<file path="src/sv/smalu_pkg.sv">
`timescale 1ns / 1ps
// Shared constants, opcode codes and ALU functions for the stack machine ALU.
// Depends on nothing; smalu_div and the top level refer to it by scoped names.
package smalu_pkg;

  localparam int STACK_DEPTH = 256;
  localparam int ADDR_W      = $clog2(STACK_DEPTH);
  localparam int CNT_W       = ADDR_W + 1;
  localparam int WORD_W      = 32;

  // step kinds
  localparam logic [1:0] OP_PUSH = 2'd0;
  localparam logic [1:0] OP_POP  = 2'd1;
  localparam logic [1:0] OP_EXEC = 2'd2;

  // error codes
  localparam logic [2:0] ERR_OK    = 3'd0;
  localparam logic [2:0] ERR_UNDER = 3'd1;
  localparam logic [2:0] ERR_OVER  = 3'd2;
  localparam logic [2:0] ERR_DIVZ  = 3'd3;
  localparam logic [2:0] ERR_UNSUP = 3'd4;

  // opcodes
  localparam logic [7:0] C_ADD  = 8'h00;
  localparam logic [7:0] C_SUB  = 8'h01;
  localparam logic [7:0] C_MUL  = 8'h02;
  localparam logic [7:0] C_SDIV = 8'h03;
  localparam logic [7:0] C_UDIV = 8'h04;
  localparam logic [7:0] C_SMOD = 8'h05;
  localparam logic [7:0] C_UMOD = 8'h06;
  localparam logic [7:0] C_SHL  = 8'h07;
  localparam logic [7:0] C_SHR  = 8'h08;
  localparam logic [7:0] C_SAR  = 8'h09;
  localparam logic [7:0] C_ROL  = 8'h0A;
  localparam logic [7:0] C_ROR  = 8'h0B;
  localparam logic [7:0] C_OR   = 8'h0C;
  localparam logic [7:0] C_AND  = 8'h0D;
  localparam logic [7:0] C_XOR  = 8'h0E;
  localparam logic [7:0] C_EQ   = 8'h0F;
  localparam logic [7:0] C_NE   = 8'h10;
  localparam logic [7:0] C_SLT  = 8'h11;
  localparam logic [7:0] C_SLE  = 8'h12;
  localparam logic [7:0] C_SGT  = 8'h13;
  localparam logic [7:0] C_SGE  = 8'h14;
  localparam logic [7:0] C_ULT  = 8'h15;
  localparam logic [7:0] C_ULE  = 8'h16;
  localparam logic [7:0] C_UGT  = 8'h17;
  localparam logic [7:0] C_UGE  = 8'h18;
  localparam logic [7:0] C_SXB  = 8'h28;
  localparam logic [7:0] C_SXH  = 8'h29;
  localparam logic [7:0] C_ZXB  = 8'h2A;
  localparam logic [7:0] C_ZXH  = 8'h2B;
  localparam logic [7:0] C_NEG  = 8'h30;
  localparam logic [7:0] C_INV  = 8'h31;
  localparam logic [7:0] C_LNOT = 8'h32;
  localparam logic [7:0] C_EQZ  = 8'h33;
  localparam logic [7:0] C_NEZ  = 8'h34;
  localparam logic [7:0] C_LTZ  = 8'h35;
  localparam logic [7:0] C_LEZ  = 8'h36;
  localparam logic [7:0] C_GTZ  = 8'h37;
  localparam logic [7:0] C_GEZ  = 8'h38;

  function automatic logic is_binary(input logic [7:0] code);
    is_binary = (code <= C_UGE);
  endfunction

  function automatic logic is_unary(input logic [7:0] code);
    is_unary = ((code >= C_SXB) && (code <= C_ZXH)) || ((code >= C_NEG) && (code <= C_GEZ));
  endfunction

  function automatic logic is_divide(input logic [7:0] code);
    is_divide = (code >= C_SDIV) && (code <= C_UMOD);
  endfunction

  // Everything binary except the divide group, which goes to the divider.
  function automatic logic [31:0] binary_result(input logic [7:0] code,
                                               input logic [31:0] l,
                                               input logic [31:0] r);
    logic [4:0]  s;
    logic [63:0] rl;
    logic [63:0] rr;
    logic        slt;
    logic        sgt;
    s   = r[4:0];
    rl  = {l, l} << s;
    rr  = {l, l} >> s;
    slt = $signed(l) < $signed(r);
    sgt = $signed(l) > $signed(r);
    case (code)
      C_ADD:   binary_result = l + r;
      C_SUB:   binary_result = l - r;
      C_MUL:   binary_result = l * r;
      C_SHL:   binary_result = l << s;
      C_SHR:   binary_result = l >> s;
      C_SAR:   binary_result = 32'($signed(l) >>> s);
      C_ROL:   binary_result = rl[63:32];
      C_ROR:   binary_result = rr[31:0];
      C_OR:    binary_result = l | r;
      C_AND:   binary_result = l & r;
      C_XOR:   binary_result = l ^ r;
      C_EQ:    binary_result = {31'd0, l == r};
      C_NE:    binary_result = {31'd0, l != r};
      C_SLT:   binary_result = {31'd0, slt};
      C_SLE:   binary_result = {31'd0, !sgt};
      C_SGT:   binary_result = {31'd0, sgt};
      C_SGE:   binary_result = {31'd0, !slt};
      C_ULT:   binary_result = {31'd0, l < r};
      C_ULE:   binary_result = {31'd0, l <= r};
      C_UGT:   binary_result = {31'd0, l > r};
      default: binary_result = {31'd0, l >= r};
    endcase
  endfunction

  function automatic logic [31:0] unary_result(input logic [7:0] code, input logic [31:0] v);
    logic neg;
    logic zero;
    neg  = v[31];
    zero = (v == 32'd0);
    case (code)
      C_SXB:   unary_result = {{24{v[7]}}, v[7:0]};
      C_SXH:   unary_result = {{16{v[15]}}, v[15:0]};
      C_ZXB:   unary_result = {24'd0, v[7:0]};
      C_ZXH:   unary_result = {16'd0, v[15:0]};
      C_NEG:   unary_result = 32'd0 - v;
      C_INV:   unary_result = ~v;
      C_LNOT:  unary_result = {31'd0, zero};
      C_EQZ:   unary_result = {31'd0, zero};
      C_NEZ:   unary_result = {31'd0, !zero};
      C_LTZ:   unary_result = {31'd0, neg};
      C_LEZ:   unary_result = {31'd0, neg || zero};
      C_GTZ:   unary_result = {31'd0, !neg && !zero};
      default: unary_result = {31'd0, !neg};
    endcase
  endfunction

endpackage

</file>
<file path="src/sv/smalu_div.sv">
`timescale 1ns / 1ps
// Restoring unsigned divider, one quotient bit per cycle.
// Depends on smalu_pkg for the word width.
module smalu_div (
  input  logic        clk,
  input  logic        rst_n,
  input  logic        start,
  input  logic [31:0] dividend,
  input  logic [31:0] divisor,
  output logic [31:0] quot,
  output logic [31:0] rem,
  output logic        done
);

  logic        busy_r, busy_nxt;
  logic        done_r, done_nxt;
  logic [4:0]  cnt_r, cnt_nxt;
  logic [31:0] q_r, q_nxt;
  logic [31:0] rem_r, rem_nxt;
  logic [31:0] b_r, b_nxt;
  logic [32:0] trial;

  assign trial = {rem_r, q_r[smalu_pkg::WORD_W-1]} - {1'b0, b_r};

  always_comb begin
    busy_nxt = busy_r;
    done_nxt = done_r;
    cnt_nxt  = cnt_r;
    q_nxt    = q_r;
    rem_nxt  = rem_r;
    b_nxt    = b_r;
    if (start) begin
      busy_nxt = 1'b1;
      done_nxt = 1'b0;
      cnt_nxt  = 5'd0;
      q_nxt    = dividend;
      rem_nxt  = 32'd0;
      b_nxt    = divisor;
    end else if (busy_r) begin
      if (!trial[32]) begin
        rem_nxt = trial[31:0];
        q_nxt   = {q_r[30:0], 1'b1};
      end else begin
        rem_nxt = {rem_r[30:0], q_r[31]};
        q_nxt   = {q_r[30:0], 1'b0};
      end
      cnt_nxt = cnt_r + 5'd1;
      if (cnt_r == 5'd31) begin
        busy_nxt = 1'b0;
        done_nxt = 1'b1;
      end
    end
  end

  always_ff @(posedge clk) begin
    if (!rst_n) begin
      busy_r <= 1'b0;
      done_r <= 1'b0;
      cnt_r  <= 5'd0;
    end else begin
      busy_r <= busy_nxt;
      done_r <= done_nxt;
      cnt_r  <= cnt_nxt;
    end
    q_r   <= q_nxt;
    rem_r <= rem_nxt;
    b_r   <= b_nxt;
  end

  assign quot = q_r;
  assign rem  = rem_r;
  assign done = done_r;

endmodule

</file>
<file path="config.mk">
export PLATFORM = sky130hd
export DESIGN_NAME = smalu_div
export DESIGN_NICKNAME = d
export VERILOG_FILES = /design/src/sv/smalu_pkg.sv /design/src/sv/smalu_div.sv
export SDC_FILE = /design/constraint.sdc
export NUM_CORES = 1
export LEC_CHECK = 0
export BUFFER_PORTS_ARGS = -buffer_cell sky130_fd_sc_hd__buf_2
export CAP_MARGIN = 30
export CORE_MARGIN = 4
export CORE_UTILIZATION = 55
export CTS_CLUSTER_SIZE = 20
export DETAILED_ROUTE_END_ITERATION = 7
export PLACE_DENSITY = 0.82
export SLEW_MARGIN = 25
export SYNTH_ARGS = -nofsm -noshare
export SYNTH_HDL_FRONTEND = slang
export SYNTH_SLANG_ARGS = --single-unit
</file>
<file path="constraint.sdc">
create_clock -name clk -period 3.3 [get_ports clk]
set_input_delay 0.33 -clock clk [delete_from_list [all_inputs] [get_ports clk]]
set_output_delay 0.33 -clock clk [all_outputs]
set_load 0.05 [all_outputs]
</file>
# Word-level counts from Yosys, hierarchy flattened
# Cells that the tools add are included.
# op_classes
eq_ne	1
mul	0
shifts	0
mux	7
n_bitwise	1
n_reduce_logical	3
div	0
magnitude_cmp	0
add_sub_neg	2
# op_table
operator	count
32-bit two-way mux	3
33-bit by 32-bit subtractor with 33-bit output	1
5-bit by 1-bit adder with 5-bit output (second input constant)	1
5-bit == test (second input constant)	1
1-bit two-way mux	4
2-bit AND reduction	1
2-bit nonzero test	1
2-bit OR reduction	1
1-bit NOT	1
# totals
memories	0
regBits	103
mem_bits_ro	0
latchBits	0
word_cells	20
out_inout_bits	65
ramBits	0
input_bits	67

# Depth between registers and ports, before layout
# Gate-level depths: netlist (run 1).
# logic_depth
word_depth	4
depth_mapped	14

# Worst setup path before layout (run 1)
# No wires, ideal clock.
# synth_timing
kind	reg-to-reg
start	register q_r[31], in the netlist quot[31]
end	register rem_r[31], in the netlist rem[31]
synth_period_minus_slack_ns	3.061
t_required_ns	3.208
path_stages_with_launch	13
arrival_time_ns	2.969
setup_ns	0.092
slack_ns	0.239
cell_sequence	edfxtp_1 inv_1 ha_1 fa_1 nand2b_1 a21oi_2 o211a_1 a21o_1 a31oi_1 a21o_1 buf_6 or3_1 o32ai_1
# synth_between
elab_chain_len	2
# synth_rtl
element	line	source
start: declaration	smalu_div.sv:18	logic [31:0] q_r, q_nxt;
start signal: assignment	smalu_div.sv:65	q_r <= q_nxt;
33-bit by 32-bit subtractor with 33-bit output	smalu_div.sv:23	assign trial = {rem_r, q_r[smalu_pkg::WORD_W-1]} - {1'b0, b_r};
32-bit two-way mux	smalu_div.sv:40	if (!trial[32]) begin
end signal: assignment	smalu_div.sv:66	rem_r <= rem_nxt;
end: declaration	smalu_div.sv:19	logic [31:0] rem_r, rem_nxt;
# No other way between the ends.
# A chain may end at the register's enable or synchronous reset.

# Final worst setup path (run 1)
# layout_timing
start	register q_r[31], in the netlist quot[31]
end	register rem_r[20], in the netlist rem[20]
# The elaborated chain is that of the path after synthesis.

==> results of run 1 <==
synthesized netlist by cell type (all sizes together) (14+ instances only):
cell type,number
nor2,66
edfxtp,64
a21oi,45
inv,42
dfxtp,39
ha,34
mux2,32
a211oi,28
nand2,22
clkbuf,18
mux2i,18
o21ai,17
a21o,16
xor2,16
xnor2,14
metal layers:
layer	share of wire	global-route usage	vias to the layer above
li1	-	-	2330
met1	0.41	0.243	2241
met2	0.49	0.359	143
met3	0.082	0.0783	26
met4	0.021	0.0754	0
met5	0	0	-
registers in the layout, indices dropped and copies added, names as in the netlist:
| register | cells |
|---|---|
| busy_r | 1 |
| done | 1 |
| b_r | 32 |
| cnt_r | 5 |
| quot | 32 |
| rem | 32 |
path summary, 6_finish.rpt:
path	slack, ns	start	end
worst max register to register	0.27	quot[31]	rem[20]
worst max-delay path	0.27	quot[31]	rem[20]
worst min-delay path	0.11	divisor[2]	b_r[2]
worst min register to register	0.48	done	done
kinds of logic (layout without fill, tap and decap cells):
| kind of cell | count (synthesis) | after routing |
|---|---|---|
| DFF | 103 | 103 |
| AOI/OAI and AO/OA | 148 | 148 |
| buffers and inverters | 67 | 195 |
| adders and majority gates | 35 | 35 |
| muxes | 50 | 50 |
| xor gates and xnor gates | 30 | 30 |
| and+or+nand+nor | 138 | 138 |
power groups by stage:
| stage | logic, mW | clock network (mW) | registers (mW) |
|---|---|---|---|
| after floorplan | 0.638 | 0 | 1.85 |
| final | 1.14 | 0.740 | 1.57 |
| after detailed placement | 1.14 | 0 | 1.60 |
| after global placement | 1.11 | 0 | 1.60 |
| after global routing | 1.24 | 0.810 | 1.59 |
| after CTS | 1.15 | 0.762 | 1.57 |
area by class of cell:
class,count,area (um2),share of cell area
Inverter,42,158,0.0231
Multi-Input combinational cell,401,2910,0.426
Clock inverter,7,51.3,0.00751
Timing Repair Buffer,137,716,0.105
Sequential cell,103,2700,0.396
Tap cell,136,170,0.0249
Clock buffer,9,124,0.0181
worst max-delay path: cells and delay by family, from the launching register on:
family / cells / cell delay [ns]
compound gates: 6 / 1.34
fa+ha+maj: 2 / 0.62
buf+inv: 2 / 0.30
flops: 1 / 0.37
mux: 1 / 0.09
simple gates: 1 / 0.19
==> out/metrics.csv, run 1 <==
metric,value,unit
leading area contributor after synthesis,edfxtp_1,
Layout Utilization,0.658,
ANT cells,0,
Post-CTS Hold Fix Bufs,0,
"most common cell after layout, fill and taps aside",buf_2,
smallest setup slack after layout,0.272,ns
Comb pwr share,0.331,
power density cells,506,nW/um2
r2r worst-path depth,12,
CP max FO,10,
Crit path largest cell delay,0.40,ns
Pre-Repair DR Iteration Count,5,
DIE AREA,12400,um2
final HPWL from detailed placement,9890,um
Ports,132,
area of the mapped netlist,5900,um2
die width,112,um
Clock Sinks,103,
Root Driver,clkbuf_8,
Num CTS Buffers,9,
Yosys reg bits,103,
main area contributors after synthesis,"edfxtp_1, dfxtp_1, ha_1",
via count of the first global-routing pass,4832,
CP Cell Sequence,inv_1 > ha_1 > fa_1 > nand2b_1 > a21oi_2 > o21ai_4 > o211ai_2 > a31o_1 > a21o_1 > buf_4 > mux2i_1 > a211oi_1,
Final Max Slew Viols,0,
leakage power,3.13,nW
CP max stage cell,fa_1,
DP Area,6650,um2
Yosys warnings,0,
adder-cell share of the synthesized area,0.0755,
most frequent cells in the layout,"buf_2, nor2_1, edfxtp_1",
drt wl/cell,15.7,um
Peak Freq,330,MHz
via count,4740,
Power Total,3.46,mW
post-synthesis compound-gate area fraction,0.173,
postcts setup bufs,0,
top_reg_cell synth,edfxtp_1,
RD Place Congestion,0.928,
Period minus WS final,3.03,ns
synthesized-area fraction occupied by xor and xnor cells,0.0445,
Final Setup Violations,0,
unrepaired setup endpoints after global routing,false,
drt total wl,13100,um
syn_nets,673,
Min-Delay Path Depth,1,
Total GRT Usage,0.211,
Flop pwr share,0.455,
Sw Ratio,0.369,
Vias/cell,5.68,
maximum clock path buffer count,2,
final instance area,6830,um2
H-Tree Depth,3,
Max-cap violations,0,
"CTS clk-pin slew, worst paths",0.11,ns
largest net degree at the start of global routing,45,
antenna-violating nets left,0,
worst-margin pin slew,0.746,ns
Mapped Avg Cell Area,10.3,um2
Row Count,37,
VDD IR max,0.312,mV
"Seq/Total Area, Yosys",0.458,
tightest hold margin,0.113,ns
Clk pwr share,0.214,
Iter 0 DRT Violations,244,
grt ovf,0,
HP Class,in2reg,
largest family of logic cells by synthesized area,compound AO/OA/AOI/OAI gates,
first-pass GRT wire length,21900,um
pre-CTS setup slack,0.303,ns
Worst Clk Skew,0.0136,ns
Simple-Gate Fraction of Synth Area,0.108,
Startpoint Class,flip-flop,
post-synthesis async set-or-reset flop share,0,
status,"complete, no violations",
post-synthesis mux area share,0.0916,
CTS resizes,0,
Clock Latency Late Sink,0.38,ns
P&R area growth vs syn,15.8,%
WS Path Type,reg2reg,
fin crit share,0.917,
critical path data required time,3.58,ns
layout cells sized above 1,0.275,
placed cell count,819,
CTS tree,yes,
number of remaining DRC errors,0,
IO Port Bufs,131,
Die H,112,um
core area,10400,um2
antenna violations before repair,0,
P_sw,1.27,mW
# fillers,825,
Gate Count Post-Synth,571,
area share of the largest cell type after synthesis,0.326,
"Distinct cells, synth",60,
crit path DAT,3.30,ns
Pint,2.18,mW
Final Net Count,796,
Post-Layout Cell Count,835,
final setup TNS,0,ns
Setup crit end kind,flip-flop,
Starting Density,0.569,
Post-synth EDFFs,64,
relative slew slack,0.503,
Hold Fails Final Rpt,0,
(Power assumes the default switching activity.)
==> run 2: changes to the inputs <==
- BUFFER_PORTS_ARGS: -buffer_cell sky130_fd_sc_hd__buf_2 -> unset
- CORE_UTILIZATION: 55 -> 63
- DONT_BUFFER_PORTS: unset -> 1
- PLACE_DENSITY: 0.82 -> 0.8
==> run 2 against run 1 <==
Fmax down 0.69%. Register-to-register slack worse by 0.02 ns. Clock power up 0.7%. Worst setup slack worse by 0.021 ns. Design area down 6.7%. Sequential power up 9%. Cell count down 15%. Wire length down 3.8%. Die area down 12%. Non-clock buffer count down 101.
==> out/metrics.csv, run 2 (synthesis gave the netlist of run 1 again) <==
metric,value,unit
RD Place Congestion,0.845,
antenna-violating nets left,0,
postcts setup bufs,0,
Num CTS Buffers,9,
Period minus WS final,3.05,ns
status,"complete, no violations",
grt ovf,0,
# fillers,705,
antenna violations before repair,1,
Post-CTS Hold Fix Bufs,0,
number of remaining DRC errors,0,
CTS resizes,0,
CP startpoint,quot[31],
leakage power,2.74,nW
relative slew slack,0.509,
drt wl/cell,17.7,um
Hold Fails Final Rpt,0,
Clock Latency Late Sink,0.37,ns
Final Max Slew Viols,0,
layout cells sized above 1,0.154,
Vias/cell,6.04,
maximum clock path buffer count,2,
Hold Path Origin,start,
Die H,105,um
"CTS clk-pin slew, worst paths",0.10,ns
placed cell count,693,
Power Total,3.40,mW
P&R area growth vs syn,8.02,%
DIE AREA,11000,um2
Peak Freq,328,MHz
Final Setup Violations,0,
Total GRT Usage,0.232,
largest net degree at the start of global routing,102,
final setup TNS,0,ns
Iter 0 DRT Violations,197,
"most common cell after layout, fill and taps aside",nor2_1,
core area,9200,um2
drt total wl,12600,um
Clock Sinks,103,
Max-cap violations,0,
die width,105,um
worst-margin pin slew,0.737,ns
CTS tree,yes,
final HPWL from detailed placement,9260,um
WS Path Type,reg2reg,
Startpoint Class,flip-flop,
Row Count,35,
most frequent cells in the layout,"nor2_1, edfxtp_1, a21oi_1",
Starting Density,0.641,
Worst Clk Skew,0.0166,ns
Pre-Repair DR Iteration Count,5,
Reg area,2700,um2
Post-Layout Cell Count,710,
Ports,132,
H-Tree Depth,3,
VDD IR max,0.378,mV
CP max FO,29,
first-pass GRT wire length,20900,um
via count,4287,
DP Area,6190,um2
unrepaired setup endpoints after global routing,false,
multi-input logic area,2910,um2
Reg-to-Reg Start,quot[31],
crit path DAT,3.28,ns
Final Net Count,695,
final instance area,6370,um2
Root Driver,clkbuf_8,
IO Port Bufs,0,
critical path data required time,3.53,ns
Setup crit end kind,flip-flop,
fin crit share,0.924,
via count of the first global-routing pass,4347,
power density cells,533,nW/um2
HP Class,in2reg,
## run 2: path summary, 6_finish.rpt
check / to / slack, ns / cells after the start
setup / recovery: rem[12] / 0.25 / 12
hold reg to reg: cnt_r[4] / 0.53 / 2
hold / removal: rem[19] / 0.04 / 1
setup reg to reg: rem[12] / 0.25 / 12
## run 2: area by class of cell
cell class	count	share of cell area
multi-input combinational	401	0.456
sequential	103	0.424
timing repair buffer	36	0.0444
inverter	42	0.0247
tap	111	0.0218
clock buffer	10	0.0200
clock inverter	6	0.00805
antenna	1	0.000393
## run 2: per-layer routing
layer  global-route usage  share of wire  vias to the layer above
met3               0.0994          0.085                       17
met4               0.0665          0.014                        0
met1                0.274           0.41                     2010
met2                0.386           0.49                      127
met5                    0              0                        -
li1                     -              -                     2133
## run 2: stage by stage
| stage | util | hold slack, ns | worst slack [ns] |
|---|---|---|---|
| finish | 0.693 | 0.0415 | 0.251 |
| global route | 0.693 | 0.00304 | 0.0263 |
| CTS | 0.693 | 0.0155 | 0.231 |
| global placement | 0.673 | 0.417 | 0.408 |
| floorplan | - | 0.429 | 0.239 |
| detailed placement | 0.673 | 0.422 | 0.271 |
## run 2: worst max-delay path, cell delays in order (launching register included)
cell      delay, ns
edfxtp_1       0.36
inv_1          0.05
ha_1           0.21
fa_1           0.40
nand2b_1       0.19
a21oi_2        0.27
o21ai_4        0.11
o211ai_2       0.23
a31o_1         0.18
a21o_2         0.33
buf_12         0.25
mux2i_1        0.24
a211oi_1       0.10
## run 2: power by group
group / internal (mW) / leakage [nW] / switching, mW / total [mW]
clock network: 0.289 / 0.0936 / 0.457 / 0.745
logic: 0.373 / 1.69 / 0.574 / 0.947
registers: 1.50 / 0.956 / 0.211 / 1.71
==> run 3: changes to the inputs <==
- PLACE_DENSITY: 0.8 -> 0.79
- clock period: 3.3 -> 2.97 ns (I/O delays scaled with it)
==> run 3 against run 2 <==
Die area did not move. Highest routed layer unchanged. Clock skew fell by 0.0049 ns. Largest cell class unchanged. Combinational power rose by 19%. Fmax rose by 8.8%. Global-route usage rose by 0.96 points.
==> out/metrics.csv, run 3 (synthesis gave the netlist of run 1 again) <==
metric,value,unit
status,"complete, no violations",
"CTS clk-pin slew, worst paths",0.11,ns
Iter 0 DRT Violations,195,
fin crit share,0.944,
crit path DAT,3.08,ns
Startpoint Class,flip-flop,
Setup crit end kind,flip-flop,
HP Class,in2reg,
smallest setup slack after layout,0.167,ns
M3 GR Usage,0.0976,
largest net degree at the start of global routing,74,
Final Setup Violations,0,
final HPWL from detailed placement,9250,um
Max-cap violations,0,
first-pass GRT wire length,21900,um
RD Place Congestion,0.871,
Root Driver,clkbuf_8,
Reg-to-Reg Start,b_r[7],
leakage power,2.92,nW
most used routing layer,met2,
core area,9200,um2
pre-CTS setup slack,0.162,ns
CTS tree,yes,
number of remaining DRC errors,0,
Vias/cell,6.15,
via count,4570,
Clock Sinks,103,
drt total wl,13600,um
CP max FO,5,
"most common cell after layout, fill and taps aside",nor2_1,
P_sw,1.45,mW
maximum clock path buffer count,2,
Reg area,2700,um2
Starting Density,0.641,
Pre-Repair DR Iteration Count,5,
die width,105,um
ANT cells,0,
# fillers,670,
multi-input logic area,2970,um2
Final Net Count,729,
Worst Clk Skew,0.0117,ns
via count of the first global-routing pass,4503,
WS Path Type,reg2reg,
P&R area growth vs syn,15.1,%
antenna violations before repair,0,
CP startpoint,b_r[7],
Total GRT Usage,0.242,
Row Count,35,
layout cells sized above 1,0.169,
Sw Ratio,0.369,
Period minus WS final,2.80,ns
grt ovf,0,
Hold Fails Final Rpt,0,
VDD IR max,0.395,mV
Ports,132,
Peak Freq,357,MHz
worst-margin pin slew,0.701,ns
final setup TNS,0,ns
Final Max Slew Viols,0,
DIE AREA,11000,um2
Die H,105,um
Clock Latency Late Sink,0.37,ns
IO Port Bufs,0,
Hold Path Origin,divisor[20],
antenna-violating nets left,0,
H-Tree Depth,3,
GR Util met2,0.406,
relative slew slack,0.533,
Clk pwr share,0.227,
Pint,2.47,mW
GR Util met1,0.279,
power density cells,577,nW/um2
Flop pwr share,0.483,
Comb pwr share,0.289,
most frequent cells in the layout,"nor2_1, edfxtp_1, inv_1, a21oi_1, buf_4",
unrepaired setup endpoints after global routing,false,
critical path data required time,3.25,ns
drt wl/cell,18.3,um
Num CTS Buffers,9,
-- run 3: layer usage --
layer,wire (um),share of wire
met5,0,0
met4,233,0.017
met2,6700,0.49
met1,5320,0.39
met3,1340,0.099
-- run 3: critical path: stages (launching register included) --
cell	delay, ns
edfxtp_1	0.39
inv_1	0.07
ha_1	0.27
a21o_1	0.20
a221o_1	0.34
a21o_1	0.19
a21oi_1	0.25
buf_4	0.19
o21ai_0	0.10
a21oi_1	0.23
xnor2_1	0.15
mux2i_1	0.09
a211oi_1	0.24
-- run 3: repair_timing --
action,CTS,global route
gates resized for setup,0,8
hold buffers,19,10
endpoints found under the setup margin,0,18
hold endpoints to repair,46,10
setup buffers,0,2
-- run 3: power groups by stage --
stage | registers, mW | logic [mW] | clock network [mW]
global placement | 1.92 | 1.03 | 0
global route | 1.91 | 1.23 | 0.960
floorplan | 2.05 | 0.716 | 0
detailed placement | 1.92 | 1.06 | 0
CTS | 1.89 | 1.09 | 0.914
finish | 1.89 | 1.13 | 0.891
-- run 3: final cells by class --
class / count / share of cell area
clock buffers: 10 / 0.0203
clock inverters: 6 / 0.00867
inverters: 42 / 0.0232
multi-input cells: 401 / 0.437
flip-flops and latches: 103 / 0.398
well taps: 111 / 0.0205
repair buffers: 70 / 0.0920
-- run 3: through the flow --
step	instance area (um2)	hold slack (ns)	power, mW	util	instances
finish	6790	0.0231	3.92	0.738	743
global route	6790	0.00115	4.10	0.738	743
CTS	6630	0.00152	3.90	0.721	731
detailed placement	6230	0.381	2.98	0.677	696
global placement	6230	0.381	2.95	0.677	696
floorplan	5920	0.396	2.77	-	571
-- run 3: final timing paths --
kind,endpoint,slack (ns),depth (start not counted)
worst max-delay path,rem[22],0.17,12
worst min-delay path,b_r[20],0.02,0
worst max register to register,rem[22],0.17,12
worst min register to register,cnt_r[4],0.52,2
